`config.mk`:
```
export PLATFORM = sky130hd
export DESIGN_NAME = downmix_linear_resampler
export DESIGN_NICKNAME = d
export VERILOG_FILES = /design/src/hdl/dlr_pkg.sv /design/src/hdl/dlr_divider.sv /design/src/hdl/dlr_interp.sv /design/src/hdl/downmix_linear_resampler.sv
export SDC_FILE = /design/constraint.sdc
export NUM_CORES = 1
export LEC_CHECK = 0
export BUFFER_PORTS_ARGS = -buffer_cell sky130_fd_sc_hd__buf_2
export CORE_MARGIN = 3
export CORE_UTILIZATION = 40
export CTS_CLUSTER_DIAMETER = 60
export DETAILED_ROUTE_END_ITERATION = 7
export SYNTH_ARGS = -nofsm -noshare
export SYNTH_HDL_FRONTEND = slang
export SYNTH_SLANG_ARGS = --single-unit
```
`constraint.sdc`:
```
create_clock -name clock -period 10.7 [get_ports clock]
set_clock_uncertainty 0.2 [all_clocks]
set_input_delay 1.07 -clock clock [delete_from_list [all_inputs] [get_ports clock]]
set_output_delay 1.07 -clock clock [all_outputs]
set_load 0.02 [all_outputs]
```
`src/hdl/dlr_pkg.sv`:
```
// ----------------------------------------------------------------------------
// dlr_pkg: shared types and constants of the down-mixing resampler
// Beat layouts, fixed-point widths, register indexes and sequencer states.
// ----------------------------------------------------------------------------
package dlr_pkg;

   localparam int MAX_CHANNELS = 8;
   localparam int FRAC_BITS    = 16;

   localparam int SAMPLE_W    = 16;
   localparam int CC_REG_W    = 4;
   localparam int STEP_REG_W  = 20;
   localparam int CSR_DATA_W  = 20;
   localparam int CSR_INDEX_W = 1;

   // Channel position, frame accumulator and divisor widths.
   localparam int CPOS_W = (MAX_CHANNELS > 1) ? $clog2(MAX_CHANNELS) : 1;
   localparam int SUM_W  = SAMPLE_W + CPOS_W;
   localparam int DIV_W  = $clog2(MAX_CHANNELS + 1);

   // Source position: the step stays below 13 source samples.
   localparam int POS_W  = FRAC_BITS + 4;
   localparam int PROD_W = SAMPLE_W + 1 + FRAC_BITS + 1;
   localparam int Q_W    = PROD_W - FRAC_BITS;

   localparam logic [POS_W-1:0] ONE_POS      = POS_W'(64'd1 << FRAC_BITS);
   localparam logic [POS_W-1:0] STEP_MIN_POS = POS_W'((64'd1 << FRAC_BITS) >> 2);
   localparam logic [POS_W-1:0] STEP_MAX_POS = POS_W'(64'd12 << FRAC_BITS);

   localparam logic [CC_REG_W-1:0]   CC_RESET   = CC_REG_W'(1);
   localparam logic [STEP_REG_W-1:0] STEP_RESET = STEP_REG_W'(65536);

   localparam logic [CSR_INDEX_W-1:0] CSR_CHANNEL_COUNT = 1'b0;
   localparam logic [CSR_INDEX_W-1:0] CSR_PHASE_STEP    = 1'b1;

   typedef struct packed {
      logic signed [SAMPLE_W-1:0] sample_in;
      logic                       end_of_stream;
   } req_type;

   typedef struct packed {
      logic signed [SAMPLE_W-1:0] sample_out;
      logic                       last;
      logic                       no_data;
   } rsp_type;

   typedef enum logic [2:0] {
      ST_IDLE,
      ST_DIVIDE,
      ST_LOOP,
      ST_MUL,
      ST_PUSH,
      ST_FLUSH,
      ST_FINAL
   } state_type;

endpackage

```
`src/hdl/dlr_divider.sv`:
```
// ----------------------------------------------------------------------------
// dlr_divider: iterative frame-average divider
// Restoring division of the signed frame sum by the channel count, one
// quotient bit per cycle, truncating toward zero.
// ----------------------------------------------------------------------------
module dlr_divider (
   input  logic                                clock,
   input  logic                                reset,
   input  logic                                start,
   input  logic signed [dlr_pkg::SUM_W-1:0]    dividend,
   input  logic        [dlr_pkg::DIV_W-1:0]    divisor,
   output logic                                done,
   output logic signed [dlr_pkg::SAMPLE_W-1:0] quotient
);
   import dlr_pkg::*;

   localparam int CNT_W = $clog2(SUM_W + 1);

   logic                busy_ff;
   logic                done_ff;
   logic                neg_ff;
   logic [CNT_W-1:0]    count_ff;
   logic [SUM_W-1:0]    work_ff;
   logic [SUM_W-1:0]    work_in;
   logic [DIV_W-1:0]    rem_ff;
   logic [DIV_W-1:0]    rem_in;
   logic [DIV_W:0]      rem_shift;
   logic                fits;
   logic [SUM_W-1:0]    magnitude;
   logic [SUM_W-1:0]    result;

   assign magnitude = dividend[SUM_W-1] ? SUM_W'(-dividend) : SUM_W'(dividend);

   always_comb begin
      rem_shift = {rem_ff, work_ff[SUM_W-1]};
      fits      = rem_shift >= (DIV_W + 1)'(divisor);
      rem_in    = fits ? DIV_W'(rem_shift - (DIV_W + 1)'(divisor)) : DIV_W'(rem_shift);
      work_in   = {work_ff[SUM_W-2:0], fits};
   end

   always_ff @(posedge clock) begin
      if (reset) begin
         busy_ff <= 1'b0;
         done_ff <= 1'b0;
      end else begin
         done_ff <= 1'b0;
         if (start) begin
            busy_ff <= 1'b1;
         end else if (busy_ff && count_ff == CNT_W'(SUM_W - 1)) begin
            busy_ff <= 1'b0;
            done_ff <= 1'b1;
         end
      end
   end

   always_ff @(posedge clock) begin
      if (start) begin
         count_ff <= '0;
         work_ff  <= magnitude;
         rem_ff   <= '0;
         neg_ff   <= dividend[SUM_W-1];
      end else if (busy_ff) begin
         count_ff <= count_ff + CNT_W'(1);
         work_ff  <= work_in;
         rem_ff   <= rem_in;
      end
   end

   assign result   = neg_ff ? -work_ff : work_ff;
   assign quotient = signed'(result[SAMPLE_W-1:0]);
   assign done     = done_ff;

endmodule

```
`src/hdl/dlr_interp.sv`:
```
// ----------------------------------------------------------------------------
// dlr_interp: linear interpolation unit
// Registers the difference times the fractional position, then rounds to
// nearest (halves upward) and adds the earlier sample.
// ----------------------------------------------------------------------------
module dlr_interp (
   input  logic                                clock,
   input  logic signed [dlr_pkg::SAMPLE_W-1:0] sample_a,
   input  logic signed [dlr_pkg::SAMPLE_W-1:0] sample_b,
   input  logic        [dlr_pkg::FRAC_BITS-1:0] frac,
   output logic signed [dlr_pkg::SAMPLE_W-1:0] value
);
   import dlr_pkg::*;

   logic signed [SAMPLE_W:0]    diff;
   logic signed [FRAC_BITS:0]   frac_s;
   logic signed [PROD_W-1:0]    product_in;
   logic signed [PROD_W-1:0]    product_ff;
   logic signed [PROD_W-1:0]    rounded;
   logic signed [Q_W-1:0]       step_q;
   logic signed [Q_W-1:0]       total;

   assign diff       = (SAMPLE_W + 1)'(sample_b) - (SAMPLE_W + 1)'(sample_a);
   assign frac_s     = signed'({1'b0, frac});
   assign product_in = PROD_W'(diff) * PROD_W'(frac_s);

   always_ff @(posedge clock) begin
      product_ff <= product_in;
   end

   assign rounded = product_ff + PROD_W'(64'd1 << (FRAC_BITS - 1));
   assign step_q  = signed'(rounded[PROD_W-1:FRAC_BITS]);
   assign total   = Q_W'(sample_a) + step_q;
   assign value   = signed'(total[SAMPLE_W-1:0]);

endmodule

```
`src/hdl/downmix_linear_resampler.sv`:
```
// ----------------------------------------------------------------------------
// downmix_linear_resampler: down-mix to mono and resample to 16 kHz
// Interleaved signed Q1.15 samples arrive one per request beat; every
// channel_count beats form a frame whose truncated average is one mono
// sample, and the mono stream is linearly interpolated at source positions
// spaced by phase_step (unsigned Q4.16, input rate over 16000, saturated to
// 0.25..12). A beat with end_of_stream set carries no sample: it flushes the
// outputs still due using the last mono sample at both ends, and the final
// response beat carries last; an end beat with no complete frame gives one
// response with no_data and last set. An incomplete final frame is dropped,
// and the stream state returns to its reset values after the end beat while
// the registers keep theirs. A sample that does not close a frame is only
// added to the frame sum; a frame-closing sample goes through the bit-serial
// divider that forms the average, then each interpolated output passes the
// loop, multiply and push states through the shared multiplier. The end beat
// passes the flush state, one flushed output at a time, then the final state.
// Request ready is low while a beat is being worked on; a response register
// lets the block go on while a finished response waits to be taken, and the
// sequencer stalls only when it must hand a second one over. Configuration
// writes are taken at once and must only be made while the block is idle.
// ----------------------------------------------------------------------------
module downmix_linear_resampler (
   input  logic                               clock,
   input  logic                               reset,
   input  logic                               csr_write_enable,
   input  logic [dlr_pkg::CSR_INDEX_W-1:0]    csr_index,
   input  logic [dlr_pkg::CSR_DATA_W-1:0]     csr_write_data,
   input  logic                               req_valid,
   output logic                               req_ready,
   input  dlr_pkg::req_type                   req_data,
   output logic                               rsp_valid,
   input  logic                               rsp_ready,
   output dlr_pkg::rsp_type                   rsp_data
);
   import dlr_pkg::*;

   localparam int CMP_W = DIV_W + 1;

   // Configuration registers.
   logic [CC_REG_W-1:0]          channel_count_ff;
   logic [STEP_REG_W-1:0]        phase_step_ff;

   // Stream state.
   state_type                    state_ff, state_in;
   logic [CPOS_W-1:0]            chan_pos_ff, chan_pos_in;
   logic signed [SUM_W-1:0]      frame_sum_ff, frame_sum_in;
   logic signed [SAMPLE_W-1:0]   prev_mono_ff, prev_mono_in;
   logic signed [SAMPLE_W-1:0]   cur_mono_ff, cur_mono_in;
   logic                         mono_seen_ff, mono_seen_in;
   logic [POS_W-1:0]             next_pos_ff, next_pos_in;
   logic                         pend_valid_ff, pend_valid_in;
   logic signed [SAMPLE_W-1:0]   pend_value_ff, pend_value_in;

   // Response register.
   logic                         rsp_valid_ff, rsp_valid_in;
   rsp_type                      rsp_data_ff, rsp_data_in;

   logic [DIV_W-1:0]             cc_eff;
   logic [POS_W-1:0]             step_eff;
   logic [CMP_W-1:0]             pos_plus_one;
   logic                         frame_more;
   logic signed [SUM_W-1:0]      sum_new;
   logic                         req_fire;
   logic                         out_free;
   logic                         pos_due;
   logic                         div_start;
   logic                         div_done;
   logic signed [SAMPLE_W-1:0]   div_quotient;
   logic signed [SAMPLE_W-1:0]   interp_value;

   // Out-of-range channel counts are taken as the nearest legal value.
   always_comb begin
      if (channel_count_ff == '0) begin
         cc_eff = DIV_W'(1);
      end else if (int'(channel_count_ff) > MAX_CHANNELS) begin
         cc_eff = DIV_W'(MAX_CHANNELS);
      end else begin
         cc_eff = DIV_W'(channel_count_ff);
      end
   end

   // The phase step saturates to a quarter and twelve source samples.
   always_comb begin
      if (64'(phase_step_ff) < 64'(STEP_MIN_POS)) begin
         step_eff = STEP_MIN_POS;
      end else if (64'(phase_step_ff) > 64'(STEP_MAX_POS)) begin
         step_eff = STEP_MAX_POS;
      end else begin
         step_eff = POS_W'(phase_step_ff);
      end
   end

   assign pos_plus_one = CMP_W'(chan_pos_ff) + CMP_W'(1);
   assign frame_more   = pos_plus_one < CMP_W'(cc_eff);
   assign sum_new      = frame_sum_ff + SUM_W'(req_data.sample_in);
   assign req_fire     = req_valid && req_ready;
   assign out_free     = !rsp_valid_ff || rsp_ready;
   assign pos_due      = next_pos_ff < ONE_POS;

   dlr_divider u_divider (
      .clock    (clock),
      .reset    (reset),
      .start    (div_start),
      .dividend (sum_new),
      .divisor  (cc_eff),
      .done     (div_done),
      .quotient (div_quotient)
   );

   dlr_interp u_interp (
      .clock    (clock),
      .sample_a (prev_mono_ff),
      .sample_b (cur_mono_ff),
      .frac     (next_pos_ff[FRAC_BITS-1:0]),
      .value    (interp_value)
   );

   // Next state.
   always_comb begin
      state_in = state_ff;
      case (state_ff)
         ST_IDLE: begin
            if (req_valid) begin
               if (req_data.end_of_stream) begin
                  state_in = mono_seen_ff ? ST_FLUSH : ST_FINAL;
               end else if (!frame_more) begin
                  state_in = ST_DIVIDE;
               end
            end
         end
         ST_DIVIDE: begin
            if (div_done) begin
               state_in = mono_seen_ff ? ST_LOOP : ST_IDLE;
            end
         end
         ST_LOOP: begin
            state_in = pos_due ? ST_MUL : ST_IDLE;
         end
         ST_MUL: begin
            state_in = ST_PUSH;
         end
         ST_PUSH: begin
            if (!pend_valid_ff || out_free) begin
               state_in = ST_LOOP;
            end
         end
         ST_FLUSH: begin
            if (!pos_due) begin
               state_in = ST_FINAL;
            end
         end
         ST_FINAL: begin
            if (out_free) begin
               state_in = ST_IDLE;
            end
         end
         default: begin
            state_in = ST_IDLE;
         end
      endcase
   end

   // Datapath updates and handshake outputs.
   always_comb begin
      req_ready     = 1'b0;
      div_start     = 1'b0;
      chan_pos_in   = chan_pos_ff;
      frame_sum_in  = frame_sum_ff;
      prev_mono_in  = prev_mono_ff;
      cur_mono_in   = cur_mono_ff;
      mono_seen_in  = mono_seen_ff;
      next_pos_in   = next_pos_ff;
      pend_valid_in = pend_valid_ff;
      pend_value_in = pend_value_ff;
      rsp_valid_in  = rsp_valid_ff && !rsp_ready;
      rsp_data_in   = rsp_data_ff;

      case (state_ff)
         ST_IDLE: begin
            req_ready = 1'b1;
            if (req_fire && !req_data.end_of_stream) begin
               if (frame_more) begin
                  frame_sum_in = sum_new;
                  chan_pos_in  = chan_pos_ff + CPOS_W'(1);
               end else begin
                  div_start    = 1'b1;
                  frame_sum_in = '0;
                  chan_pos_in  = '0;
               end
            end
         end
         ST_DIVIDE: begin
            if (div_done) begin
               if (!mono_seen_ff) begin
                  mono_seen_in = 1'b1;
                  prev_mono_in = div_quotient;
                  cur_mono_in  = div_quotient;
                  next_pos_in  = '0;
               end else begin
                  prev_mono_in = cur_mono_ff;
                  cur_mono_in  = div_quotient;
               end
            end
         end
         ST_LOOP: begin
            // Past the current mono sample: rebase on the next one.
            if (!pos_due) begin
               next_pos_in = next_pos_ff - ONE_POS;
            end
         end
         ST_MUL: begin
         end
         ST_PUSH: begin
            // Each new value is held back by one so the final one can carry last.
            if (!pend_valid_ff || out_free) begin
               if (pend_valid_ff) begin
                  rsp_valid_in           = 1'b1;
                  rsp_data_in.sample_out = pend_value_ff;
                  rsp_data_in.last       = 1'b0;
                  rsp_data_in.no_data    = 1'b0;
               end
               pend_value_in = interp_value;
               pend_valid_in = 1'b1;
               next_pos_in   = next_pos_ff + step_eff;
            end
         end
         ST_FLUSH: begin
            // Outputs still due at the end use the last mono sample at both ends.
            if (pos_due && (!pend_valid_ff || out_free)) begin
               if (pend_valid_ff) begin
                  rsp_valid_in           = 1'b1;
                  rsp_data_in.sample_out = pend_value_ff;
                  rsp_data_in.last       = 1'b0;
                  rsp_data_in.no_data    = 1'b0;
               end
               pend_value_in = cur_mono_ff;
               pend_valid_in = 1'b1;
               next_pos_in   = next_pos_ff + step_eff;
            end
         end
         ST_FINAL: begin
            if (out_free) begin
               rsp_valid_in           = 1'b1;
               rsp_data_in.sample_out = mono_seen_ff ? pend_value_ff : '0;
               rsp_data_in.last       = 1'b1;
               rsp_data_in.no_data    = !mono_seen_ff;
               chan_pos_in            = '0;
               frame_sum_in           = '0;
               prev_mono_in           = '0;
               cur_mono_in            = '0;
               mono_seen_in           = 1'b0;
               next_pos_in            = '0;
               pend_valid_in          = 1'b0;
               pend_value_in          = '0;
            end
         end
         default: begin
         end
      endcase
   end

   always_ff @(posedge clock) begin
      if (reset) begin
         channel_count_ff <= CC_RESET;
         phase_step_ff    <= STEP_RESET;
      end else if (csr_write_enable) begin
         if (csr_index == CSR_CHANNEL_COUNT) begin
            channel_count_ff <= csr_write_data[CC_REG_W-1:0];
         end
         if (csr_index == CSR_PHASE_STEP) begin
            phase_step_ff <= csr_write_data[STEP_REG_W-1:0];
         end
      end
   end

   always_ff @(posedge clock) begin
      if (reset) begin
         state_ff      <= ST_IDLE;
         chan_pos_ff   <= '0;
         frame_sum_ff  <= '0;
         prev_mono_ff  <= '0;
         cur_mono_ff   <= '0;
         mono_seen_ff  <= 1'b0;
         next_pos_ff   <= '0;
         pend_valid_ff <= 1'b0;
         pend_value_ff <= '0;
         rsp_valid_ff  <= 1'b0;
      end else begin
         state_ff      <= state_in;
         chan_pos_ff   <= chan_pos_in;
         frame_sum_ff  <= frame_sum_in;
         prev_mono_ff  <= prev_mono_in;
         cur_mono_ff   <= cur_mono_in;
         mono_seen_ff  <= mono_seen_in;
         next_pos_ff   <= next_pos_in;
         pend_valid_ff <= pend_valid_in;
         pend_value_ff <= pend_value_in;
         rsp_valid_ff  <= rsp_valid_in;
      end
   end

   always_ff @(posedge clock) begin
      rsp_data_ff <= rsp_data_in;
   end

   assign rsp_valid = rsp_valid_ff;
   assign rsp_data  = rsp_data_ff;

endmodule

```
# Word-level counts from Yosys, hierarchy flattened
# Cells that the tools add are included.
# classes
mul,1
eq_ne,17
add_sub_neg,12
magnitude_cmp,6
n_bitwise,1
mux,67
n_reduce_logical,28
# op_table
operator,count
two-way mux 20 bit,8
two-way mux 16 bit,8
two-way mux 19 bit,6
case mux 20 bit (5 select lines),1
two-way mux 18 bit,4
case mux 16 bit (2 select lines),2
case mux 18 bit (3 select lines),1
case mux 16 bit (3 select lines),1
case mux 19 bit (2 select lines),1
adder 32 x 16 -> 32 bit (second input constant),1
multiplier 17 x 17 -> 32 bit,1
two-way mux 3 bit,9
case mux 3 bit (7 select lines),1
adder 20 bit,1
greater-than comparator 20 bit (second input constant),1
< comparator 20 x 15 -> 1 bit (second input constant),1
< comparator 20 x 17 -> 1 bit (second input constant),1
subtractor 20 x 17 -> 20 bit (second input constant),1
adder 19 x 16 -> 19 bit,1
negator 19 bit,1
subtractor 16 x 16 -> 17 bit,1
adder 16 bit,1
inequality test 2 bit (second input constant),8
negator 16 bit,1
34 further kinds,70
# totals
elab_cells,154
out_inout_bits,20
reg_bits,201

# Longest topological paths before layout
# Gate-level depths: netlist of run 1.
# depth
word_depth,8
mapped_depth,34

# Hierarchy
# Synthesis of run 1 repeated with hierarchy kept, for this count alone.
# unflattened
hier_cells,2629
area_unflattened_um2,22706.8
# by_module_without_submodules
mod,seq_area_each_um2,area_per_inst_um2,instances,cells_per_inst
dlr_interp,340.3,12728.5,1,1493
downmix_linear_resampler,2942.8,7741.2,1,892
dlr_divider,820.8,2237.1,1,244

# Worst setup path before layout of run 1
# No wires, ideal clock.
# synth_path
kind,reg-to-reg
startpoint,register prev_mono_ff[1]
endpoint,register u_interp.product_ff[30]
period_less_slack_ps,8162
stages_incl_launch_ff,31
slack_ps,2538
arrival_ps,7890
t_required_ps,10428
path_buffers,1
cell_sequence,dfxtp_1 inv_1 ha_1 nor2b_1 o21ai_0 a21boi_0 o21ai_0 a211oi_1 o21ai_0 or4b_2 o311ai_0 clkbuf_1 nand2_1 fa_1 inv_1 fa_1 fa_1 fa_1 fa_1 inv_1 fa_1 inv_1 ha_1 a21o_1 a21o_1 a221o_1 o2111ai_1 a31oi_1 a311o_1 a21oi_1 xnor2_1
# synth_via
elab_chain_cells,2
# synth_rtl
item,line,source
"start, declared",downmix_linear_resampler.sv:47,"logic signed [SAMPLE_W-1:0] prev_mono_ff, prev_mono_in;"
"start signal, assigned",downmix_linear_resampler.sv:292,prev_mono_ff <= prev_mono_in;
subtractor 16 x 16 -> 17 bit,dlr_interp.sv:23,assign diff = (SAMPLE_W + 1)'(sample_b) - (SAMPLE_W + 1)'(sample_a);
multiplier 17 x 17 -> 32 bit,dlr_interp.sv:25,assign product_in = PROD_W'(diff) * PROD_W'(frac_s);
via u_interp.product_in[30],dlr_interp.sv:17,logic signed [PROD_W-1:0] product_in;
"end signal, assigned",dlr_interp.sv:28,product_ff <= product_in;
"end, declared",dlr_interp.sv:18,logic signed [PROD_W-1:0] product_ff;
# The timed path passes the listed nets, and every way through them passes these cells.
# A chain may end at the register's enable or synchronous reset.

# Worst setup path after layout of run 1
# Same ends and word-level chain as after synthesis.

==> flow_metrics.py, run 1 <==
metrics = {
    "outcome": {
        "status": "finished clean",
    },
    "timing": {
        "timing.final.crit_share_pct": 84.1,
        "final_hold_viol_count": 0,
        "setup_viol": 0,
        "rsz0062_at_grt": "no",
        "tightest_slew_ns": 1.04,
        "drv_slew": 0,
        "maxSlewHeadroom_pct": 30.6,
        "fmax_mhz": 111,
        "fin_crit_ns": 9.00,
        "fin_setup_tns_ns": 0,
    },
    "critical_path": {
        "max_stage_delay_ns": 0.64,
        "worstPathArrival_ns": 9.20,
        "critPathMaxFanout": 16,
        "critPathLaunchType": "flop",
        "end_kind": "flop",
        "worstSetupPathType": "reg -> reg",
        "required_ns": 10.90,
        "slowest_stage": "or4b_2",
        "crit_family": "adder cells",
        "r2r_slack_ns": 1.70,
        "critPathBufInv": 5,
        "cpMostUsedCell": "fa_1",
    },
    "synth": {
        "avgSynthCellArea_sq_um": 8.58,
        "synth_top_flop_cell": "dfxtp_1",
        "syn_nets": 2933,
        "syn_area_sq_mm": 0.0211,
        "synth-edff-count": 38,
        "synth_seq_cells": 186,
        "ys_seq_area_share_pct": 19.4,
        "netlist_instances": 2461,
        "yosysWarnings": 0,
        "synthArstFlopShare_pct": 0,
        "synthDistinctLibCells": 74,
    },
    "power_and_ir_drop": {
        "p_per_area_mw_per_mm2": 95.4,
        "power_leakage_nw": 10.9,
        "peakVddDrop_mv": 0.131,
        "total_power_w": 0.00217,
    },
    "clock_tree": {
        "h-tree-depth": 4,
        "cts.sinks": 186,
        "cts_resized": 0,
        "insertion_delay_ns": 0.47,
        "cts.clk_slew.worst_paths_ns": 0.08,
        "tritoncts": "built",
        "cts_root_buf": "clkbuf_16",
        "numCtsBuffers": 17,
        "cts_setup_buffers": 0,
        "ctsHoldBuffers": 0,
        "cts_max_path_buffers": 2,
    },
    "placed_design": {
        "port_buffers": 62,
        "gp_congestion": 0.855,
        "dp_hpwl_mm": 40.3,
    },
    "final_layout": {
        "fin_nets": 2944,
        "final_common_cell": "inv_1",
        "final_cell_mix": "393 x inv_1, 263 x fa_1, 260 x nand2_1, 184 x nor2_1, 166 x ha_1",
        "layout-drive-gt1-share_pct": 6.12,
        "syn_to_final_growth_pct": 7.94,
    },
    "detailed_routing": {
        "vias_per_cell": 5.17,
        "dr_total_vias": 16400,
        "drt_first_iter_violations": 932,
        "routed_wl_mm": 50.6,
        "wl_per_cell_microns": 16.0,
        "first_pass_iters": 7,
        "drt_drc_violations_left": 0,
        "ant_nets": 0,
    },
    "global_routing": {
        "antenna_found_initial": 0,
        "grt_first_pass_wirelength_mm": 84.8,
        "grt_pass1_vias": 17000,
        "grt_usage_pct": 18.7,
        "grt_max_degree": 91,
        "grt_overflow": 0,
    },
    "die": {
        "start_util_pct": 40.8,
        "die_w_microns": 236,
        "io_pins": 63,
        "dieArea_sq_mm": 0.0556,
        "coreArea_sq_mm": 0.0517,
        "chipHeight_microns": 236,
        "num_rows": 83,
    },
    "run": {
        "drv_cap": 0,
    },
    "min_path": {
        "hold_class": "reg -> reg",
    },
}
==> power breakdown <==
| group | internal, W | switching (W) | leakage (nW) |
|---|---|---|---|
| Clock | 0.000330 | 0.000337 | 0.302 |
| Combinational | 0.000226 | 0.000382 | 9.03 |
| Sequential | 0.000812 | 0.0000852 | 1.56 |
==> metal layers <==
metal	wire length [microns]	vias up	global-route usage [%]
met5	0	-	0
met4	1130	0	5.22
met3	1710	70	2.18
met2	24900	309	32.5
met1	22800	8024	24.5
li1	-	7957	-
==> cell usage after synthesis (26+ instances only) <==
cell type / instances / area (sq um)
a21oi_1: 94 / 470
a22oi_1: 40 / 300
and2_1: 120 / 751
and3_1: 32 / 200
clkbuf_1: 95 / 357
dfxtp_1: 148 / 2960
edfxtp_1: 38 / 1140
fa_1: 263 / 5270
ha_1: 166 / 2080
inv_1: 393 / 1480
nand2_1: 260 / 976
nand2b_1: 26 / 163
nand3_1: 35 / 175
nor2_1: 185 / 694
nor2b_1: 61 / 382
nor3_1: 46 / 230
o21ai_0: 87 / 435
xnor2_1: 77 / 674
xor2_1: 66 / 578
==> area by class of cell <==
class | count | area [sq um]
Timing Repair Buffer | 92 | 538
Antenna cell | 1 | 2.50
Multi-Input combinational cell | 1781 | 15200
Fill cell | 5138 | 28900
Clock buffer | 18 | 450
Sequential cell | 186 | 4100
Inverter | 394 | 1480
Clock inverter | 14 | 168
Tap cell | 680 | 851
==> worst paths after layout <==
kind / startpoint / to / depth (start not counted)
max: prev_mono_ff[1] / u_interp.product_ff[30] / 31
min: frame_sum_ff[7] / frame_sum_ff[7] / 2
max reg2reg: prev_mono_ff[1] / u_interp.product_ff[30] / 31
min reg2reg: frame_sum_ff[7] / frame_sum_ff[7] / 2
==> sequential cells by signal (all words and copies together) (netlist names), 3 cells and up <==
register             count
channel_count_ff         4
u_divider.count_ff       5
chan_pos_ff              3
next_pos_ff             20
prev_mono_ff            16
state_ff                 3
u_interp.product_ff     17
pend_value_ff           16
u_divider.rem_ff         4
u_divider.work_ff       19
rsp_data                18
frame_sum_ff            19
phase_step_ff           20
cur_mono_ff             16
==> cell families after synthesis <==
kind of cell / Yosys count / share of synthesized area, %
buffers and inverters: 494 / 8.79
adders and majority gates: 429 / 34.8
AOI/OAI and AO/OA: 384 / 11.9
DFF: 186 / 19.4
and+or+nand+nor: 814 / 18.6
xor gates and xnor gates: 144 / 6.04
muxes: 10 / 0.474
==> worst reg2reg max path, delay by kind of cell (launching register included) <==
kind / cells / cell delay [ns]
compound gates: 13 / 3.31
xor+xnor: 1 / 0.13
fa+ha+maj: 8 / 3.37
buf+inv: 5 / 0.51
flops: 1 / 0.47
simple gates: 4 / 0.95
==> metrics by stage <==
stage,instances,area [sq um],hold WS (ns),setup slack (ns),util (%)
after CTS,3165,22800,0.269,1.64,44.1
after detailed placement,3133,22200,0.258,1.70,42.9
after global placement,3133,22200,0.248,1.76,42.9
after global routing,3165,22800,0.300,0.987,44.1
after floorplan,2461,21100,0.239,2.54,-
final,3166,22800,0.263,1.70,44.1
Power figures use the tool's default switching activity.
==> run 2: changes to the inputs <==
==> constraint.sdc (replaced) <==
create_clock -name clock -period 7.6 [get_ports clock]
set_clock_uncertainty 0.2 [all_clocks]
set_input_delay 0.76 -clock clock [delete_from_list [all_inputs] [get_ports clock]]
set_output_delay 0.76 -clock clock [all_outputs]
set_load 0.02 [all_outputs]
==> run 2 against run 1 <==
  * The flow now finishes with violations (setup timing)
  * Sequential share of layout area fell by 1.1 points
  * Register-to-register slack got worse by 2.0 ns
  * Worst hold slack got worse by 0.0012 ns
  * Global-route usage rose by 0.53 points
  * Via count rose by 3.0%
  * Combinational power rose by 41%
  * Largest cell class unchanged
  * Largest power group unchanged
==> flow_metrics.py, run 2 (same netlist as run 1, synthesis figures left out) <==
metrics = {
    "final_layout": {
        "fin_nets": 3079,
        "layout-drive-gt1-share_pct": 13.7,
        "n_antenna_cell": 0,
        "final_common_cell": "inv_1",
        "final_cell_mix": "382 x inv_1, 257 x fa_1, 254 x nand2_1, 181 x nor2_1, 156 x ha_1",
        "layoutNonFillerInstCount": 3300,
        "fin_util_pct": 46.9,
        "reg_top3": "next_pos_ff (20), phase_step_ff (20)",
        "finalInstanceArea_sq_mm": 0.0243,
        "syn_to_final_growth_pct": 14.9,
        "fillers": 5143,
    },
    "global_routing": {
        "grtUsageMet1_pct": 24.4,
        "grt_use_met3_pct": 2.45,
        "grt_pass1_vias": 17500,
        "grt_overflow": 0,
        "grt.busiest_layer": "met2",
        "grt_usage_pct": 19.2,
        "antenna_found_initial": 0,
        "grt_first_pass_wirelength_mm": 87.5,
        "grt_max_degree": 92,
        "use_met2_pct": 34.2,
    },
    "timing": {
        "final_hold_viol_count": 0,
        "timing.final.crit_share_pct": 104,
        "rsz0062_at_grt": "yes",
        "maxSlewHeadroom_pct": 20.7,
        "fin_setup_tns_ns": -1.02,
        "layout_setup_ws_ns": -0.292,
        "tightest_slew_ns": 1.19,
        "drv_slew": 0,
        "fin_crit_ns": 7.89,
        "whs_ns": 0.262,
        "fmax_mhz": 127,
        "setup_viol": 5,
    },
    "critical_path": {
        "slowest_stage": "fa_1",
        "critPathBufInv": 7,
        "worstSetupEndpoint": "u_interp.product_ff[30]",
        "cpMostUsedCell": "fa_1",
        "critPathLaunchType": "flop",
        "required_ns": 7.78,
        "worstPathArrival_ns": 8.07,
        "path_depth": 30,
        "end_kind": "flop",
        "critPathMaxFanout": 8,
        "crit_family": "adder cells",
        "r2r_start": "prev_mono_ff[1]",
        "max_stage_delay_ns": 0.60,
        "startpoint": "prev_mono_ff[1]",
        "r2r-end": "u_interp.product_ff[30]",
        "reg2reg_depth": 30,
        "r2r_slack_ns": -0.29,
        "worstSetupPathType": "reg -> reg",
    },
    "min_path": {
        "hold_class": "reg -> reg",
    },
    "power_and_ir_drop": {
        "power_leakage_nw": 11.6,
        "p_per_area_mw_per_mm2": 126,
        "peakVddDrop_mv": 0.207,
    },
    "placed_design": {
        "place_inst": 3247,
        "gp_congestion": 0.874,
        "port_buffers": 62,
        "place_area_sq_mm": 0.0231,
        "dp_hpwl_mm": 42.0,
    },
    "detailed_routing": {
        "wl_per_cell_microns": 15.9,
        "first_pass_iters": 6,
        "ant_nets": 0,
        "drt_drc_violations_left": 0,
        "drt_first_iter_violations": 815,
        "vias_per_cell": 5.11,
        "routed_wl_mm": 52.4,
        "dr_total_vias": 16900,
    },
    "clock_tree": {
        "cts.sinks": 186,
        "h-tree-depth": 4,
        "insertion_delay_ns": 0.46,
        "numCtsBuffers": 17,
        "tritoncts": "built",
        "cts.clk_slew.worst_paths_ns": 0.08,
        "cts_max_path_buffers": 2,
        "ctsHoldBuffers": 0,
        "cts_root_buf": "clkbuf_16",
    },
    "outcome": {
        "violations": "setup timing",
        "status": "finished, violations left",
    },
    "die": {
        "chipHeight_microns": 236,
        "coreArea_sq_mm": 0.0517,
        "die_w_microns": 236,
        "num_rows": 83,
        "io_pins": 63,
        "start_util_pct": 40.8,
        "dieArea_sq_mm": 0.0556,
    },
    "run": {
        "drv_cap": 0,
    },
}
==> run 2: cell types whose count changed in the layout (fill, tap and decap cells not counted), moves of 6 or more <==
cell / change
ha_1: -10
buf_6: +8
and2_1: -8
fa_2: +6
ha_4: +10
and2_4: +8
inv_2: +10
inv_1: -11
fa_1: -6
nand2_1: -6
buf_4: +122
==> run 2: what timing repair did <==
item / 4_1_cts / 5_1_grt
resized for setup: 44 / 46
setup buffers: 9 / 13
endpoints found under the setup margin: 13 / 16
pin swaps: 23 / 65
==> run 2: how the worst min path moves through the flow <==
stage / from / to / slack (ns) / cells past startpoint
final: frame_sum_ff[7] / frame_sum_ff[7] / 0.26 / 2
after global routing: frame_sum_ff[7] / frame_sum_ff[7] / 0.30 / 2
after CTS: frame_sum_ff[7] / frame_sum_ff[7] / 0.27 / 2
after detailed placement: frame_sum_ff[7] / frame_sum_ff[7] / 0.26 / 2
after global placement: frame_sum_ff[7] / frame_sum_ff[7] / 0.25 / 2
after floorplan: phase_step_ff[7] / phase_step_ff[7] / 0.24 / 2
==> run 2: cell type report <==
type	instances	area [sq um]	area share (%)
clock buffer	18	429	1.77
clock inverter	14	174	0.717
inverter	394	1480	6.11
multi-input combinational	1781	15600	64.2
sequential	186	4110	16.9
tap	680	851	3.51
timing repair buffer	227	1640	6.76
==> run 2: worst register-to-register path: cells and delay by family (launching register included) <==
kind	cells	cell delay, ns
XOR/XNOR	1	0.14
flip-flops	1	0.35
AO/OA/AOI/OAI	11	2.24
AND/OR/NAND/NOR	3	0.75
adder cells (fa/ha/maj)	8	3.44
buffers and inverters	7	0.69
==> run 2: per-layer routing <==
layer  share of wire [%]  vias to the layer above
met3                 3.1                       82
met1                  44                     8265
met4                 2.7                        0
met5                   0                        -
li1                    -                     8226
met2                  50                      280
==> run 2: power by group <==
part           leakage (nW)  switching [W]  internal (W)
clock network         0.294       0.000436      0.000500
registers              1.57       0.000121       0.00114
logic                  9.76       0.000538      0.000319
total                  11.6        0.00110       0.00196
==> run 2: through the flow <==
step	total power (W)	setup WS, ns
3_5_place_dp	0.00214	-0.530
3_3_place_gp	0.00211	-0.287
2_1_floorplan	0.00189	0.00969
4_1_cts	0.00309	-0.209
5_1_grt	0.00325	-0.636
6_report	0.00306	-0.292
==> run 3: changes to the inputs <==
--- a/config.mk
+++ b/config.mk
@@ -10,6 +10,7 @@
 export CORE_UTILIZATION = 40
 export CTS_CLUSTER_DIAMETER = 60
 export DETAILED_ROUTE_END_ITERATION = 7
+export SKIP_LAST_GASP = 1
 export SYNTH_ARGS = -nofsm -noshare
 export SYNTH_HDL_FRONTEND = slang
 export SYNTH_SLANG_ARGS = --single-unit
==> constraint.sdc (replaced) <==
create_clock -name clock -period 7.6 [get_ports clock]
set_clock_uncertainty 0.2 [all_clocks]
set_input_delay 0.76 -clock clock [delete_from_list [all_inputs] [get_ports clock]]
set_output_delay 0.76 -clock clock [all_outputs]
set_load 0.1 [all_outputs]
==> run 3 against run 2 <==
  * The flow still finishes with violations (setup timing)
  * Clock-buffer cell count unchanged
  * Utilization hardly changed
  * Global-route usage barely moved
  * Flip-flop and latch count unchanged
  * Sequential power hardly changed
  * Clock power about the same
  * Combinational power is 6.7% higher
  * Critical endpoint unchanged
  * Via count down 0.30%
  * Setup slack gained 0.038 ns
  * Register-to-register slack improved by 0.04 ns
  * Highest routed layer unchanged
==> flow_metrics.py, run 3 (same netlist as run 1, synthesis figures left out) <==
metrics = {
    "final_layout": {
        "fin_util_pct": 46.9,
        "n_antenna_cell": 0,
        "syn_to_final_growth_pct": 14.9,
        "final_common_cell": "inv_1",
        "final_cell_mix": "381 x inv_1, 256 x fa_1, 254 x nand2_1, 181 x nor2_1, 161 x buf_4",
        "finalInstanceArea_sq_mm": 0.0243,
        "reg_top3": "next_pos_ff (20), phase_step_ff (20)",
        "layout-drive-gt1-share_pct": 13.9,
        "fin_nets": 3082,
        "fillers": 5140,
    },
    "die": {
        "num_rows": 83,
        "io_pins": 63,
        "start_util_pct": 40.8,
        "dieArea_sq_mm": 0.0556,
        "coreArea_sq_mm": 0.0517,
        "chipHeight_microns": 236,
        "die_w_microns": 236,
    },
    "placed_design": {
        "port_buffers": 62,
        "place_area_sq_mm": 0.0231,
        "pre_cts_ws_ns": -0.530,
        "dp_hpwl_mm": 42.0,
        "gp_congestion": 0.874,
    },
    "timing": {
        "fin_setup_tns_ns": -0.829,
        "fmax_mhz": 127,
        "drv_slew": 0,
        "layout_setup_ws_ns": -0.254,
        "fin_crit_ns": 7.85,
        "maxSlewHeadroom_pct": 22.3,
        "timing.final.crit_share_pct": 103,
        "setup_viol": 5,
        "tightest_slew_ns": 1.16,
        "rsz0062_at_grt": "yes",
        "final_hold_viol_count": 0,
    },
    "detailed_routing": {
        "vias_per_cell": 5.09,
        "routed_wl_mm": 52.4,
        "drt_first_iter_violations": 799,
        "first_pass_iters": 5,
        "wl_per_cell_microns": 15.9,
        "dr_total_vias": 16800,
        "drt_drc_violations_left": 0,
        "ant_nets": 0,
    },
    "critical_path": {
        "critPathMaxFanout": 8,
        "slowest_stage": "fa_1",
        "critPathLaunchType": "flop",
        "worstSetupPathType": "reg -> reg",
        "max_stage_delay_ns": 0.60,
        "end_kind": "flop",
        "worstPathArrival_ns": 8.03,
        "required_ns": 7.77,
        "r2r_start": "prev_mono_ff[1]",
        "cpMostUsedCell": "fa_1",
        "startpoint": "prev_mono_ff[1]",
    },
    "power_and_ir_drop": {
        "total_power_w": 0.00311,
        "power_leakage_nw": 11.6,
        "p_per_area_mw_per_mm2": 128,
        "peakVddDrop_mv": 0.245,
    },
    "min_path": {
        "hp-start": "frame_sum_ff[7]",
        "hold_class": "reg -> reg",
    },
    "clock_tree": {
        "ctsHoldBuffers": 0,
        "cts_root_buf": "clkbuf_16",
        "numCtsBuffers": 17,
        "tritoncts": "built",
        "h-tree-depth": 4,
        "insertion_delay_ns": 0.46,
        "cts.sinks": 186,
        "cts_max_path_buffers": 2,
        "cts.clk_slew.worst_paths_ns": 0.08,
    },
    "global_routing": {
        "antenna_found_initial": 0,
        "grt_max_degree": 92,
        "grt_usage_pct": 19.2,
        "grt_pass1_vias": 17500,
        "grt_first_pass_wirelength_mm": 87.5,
        "grt_overflow": 0,
    },
    "run": {
        "drv_cap": 0,
    },
    "outcome": {
        "status": "finished, violations left",
        "violations": "setup timing",
    },
}
[run 3: metrics by stage]
stage / hold WS [ns] / instances
global route: 0.301 / 3303
CTS: 0.265 / 3288
detailed placement: 0.255 / 3247
finish: 0.261 / 3303
floorplan: 0.239 / 2461
global placement: 0.248 / 3247
[run 3: worst max-delay path, delay by kind of cell, from the launching register on]
kind / cells / cell delay, ns
buffers and inverters: 7 / 0.68
XOR/XNOR: 1 / 0.14
adder cells (fa/ha/maj): 8 / 3.41
flip-flops: 1 / 0.35
AO/OA/AOI/OAI: 11 / 2.21
AND/OR/NAND/NOR: 3 / 0.75
[run 3: final cells by class]
| class | instances | area (sq um) | share of cell area (%) |
|---|---|---|---|
| tap | 680 | 851 | 3.51 |
| clock inverter | 14 | 174 | 0.717 |
| clock buffer | 18 | 429 | 1.77 |
| inverter | 394 | 1480 | 6.11 |
| sequential | 186 | 4110 | 16.9 |
| timing repair buffer | 230 | 1640 | 6.77 |
| multi-input combinational | 1781 | 15600 | 64.2 |
[run 3: timing repair]
action	in CTS	in global routing
endpoints found under the setup margin	13	16
pin swaps	23	69
buffers inserted	9	15
gates resized for setup	43	44
[run 3: worst paths after layout]
check                                          endpoint  slack [ns]  depth (start not counted)
worst max-delay path            u_interp.product_ff[30]       -0.25                         30
worst min-delay path                    frame_sum_ff[7]        0.26                          2
worst min register to register          frame_sum_ff[7]        0.26                          2
worst max register to register  u_interp.product_ff[30]       -0.25                         30
[run 3: power by group]
| part | switching (W) | internal (W) | total (W) |
|---|---|---|---|
| clock | 0.000436 | 0.000500 | 0.000935 |
| sequential | 0.000120 | 0.00114 | 0.00126 |
| combinational | 0.000595 | 0.000319 | 0.000914 |
[run 3: metal layers]
metal	vias up	part of all wire, %	routed length [microns]	global-route usage (%)
li1	8229	-	-	-
met3	77	3.3	1710	2.45
met1	8222	44	22900	24.4
met5	-	0	0	0
met4	0	2.6	1360	5.62
met2	275	50	26400	34.2
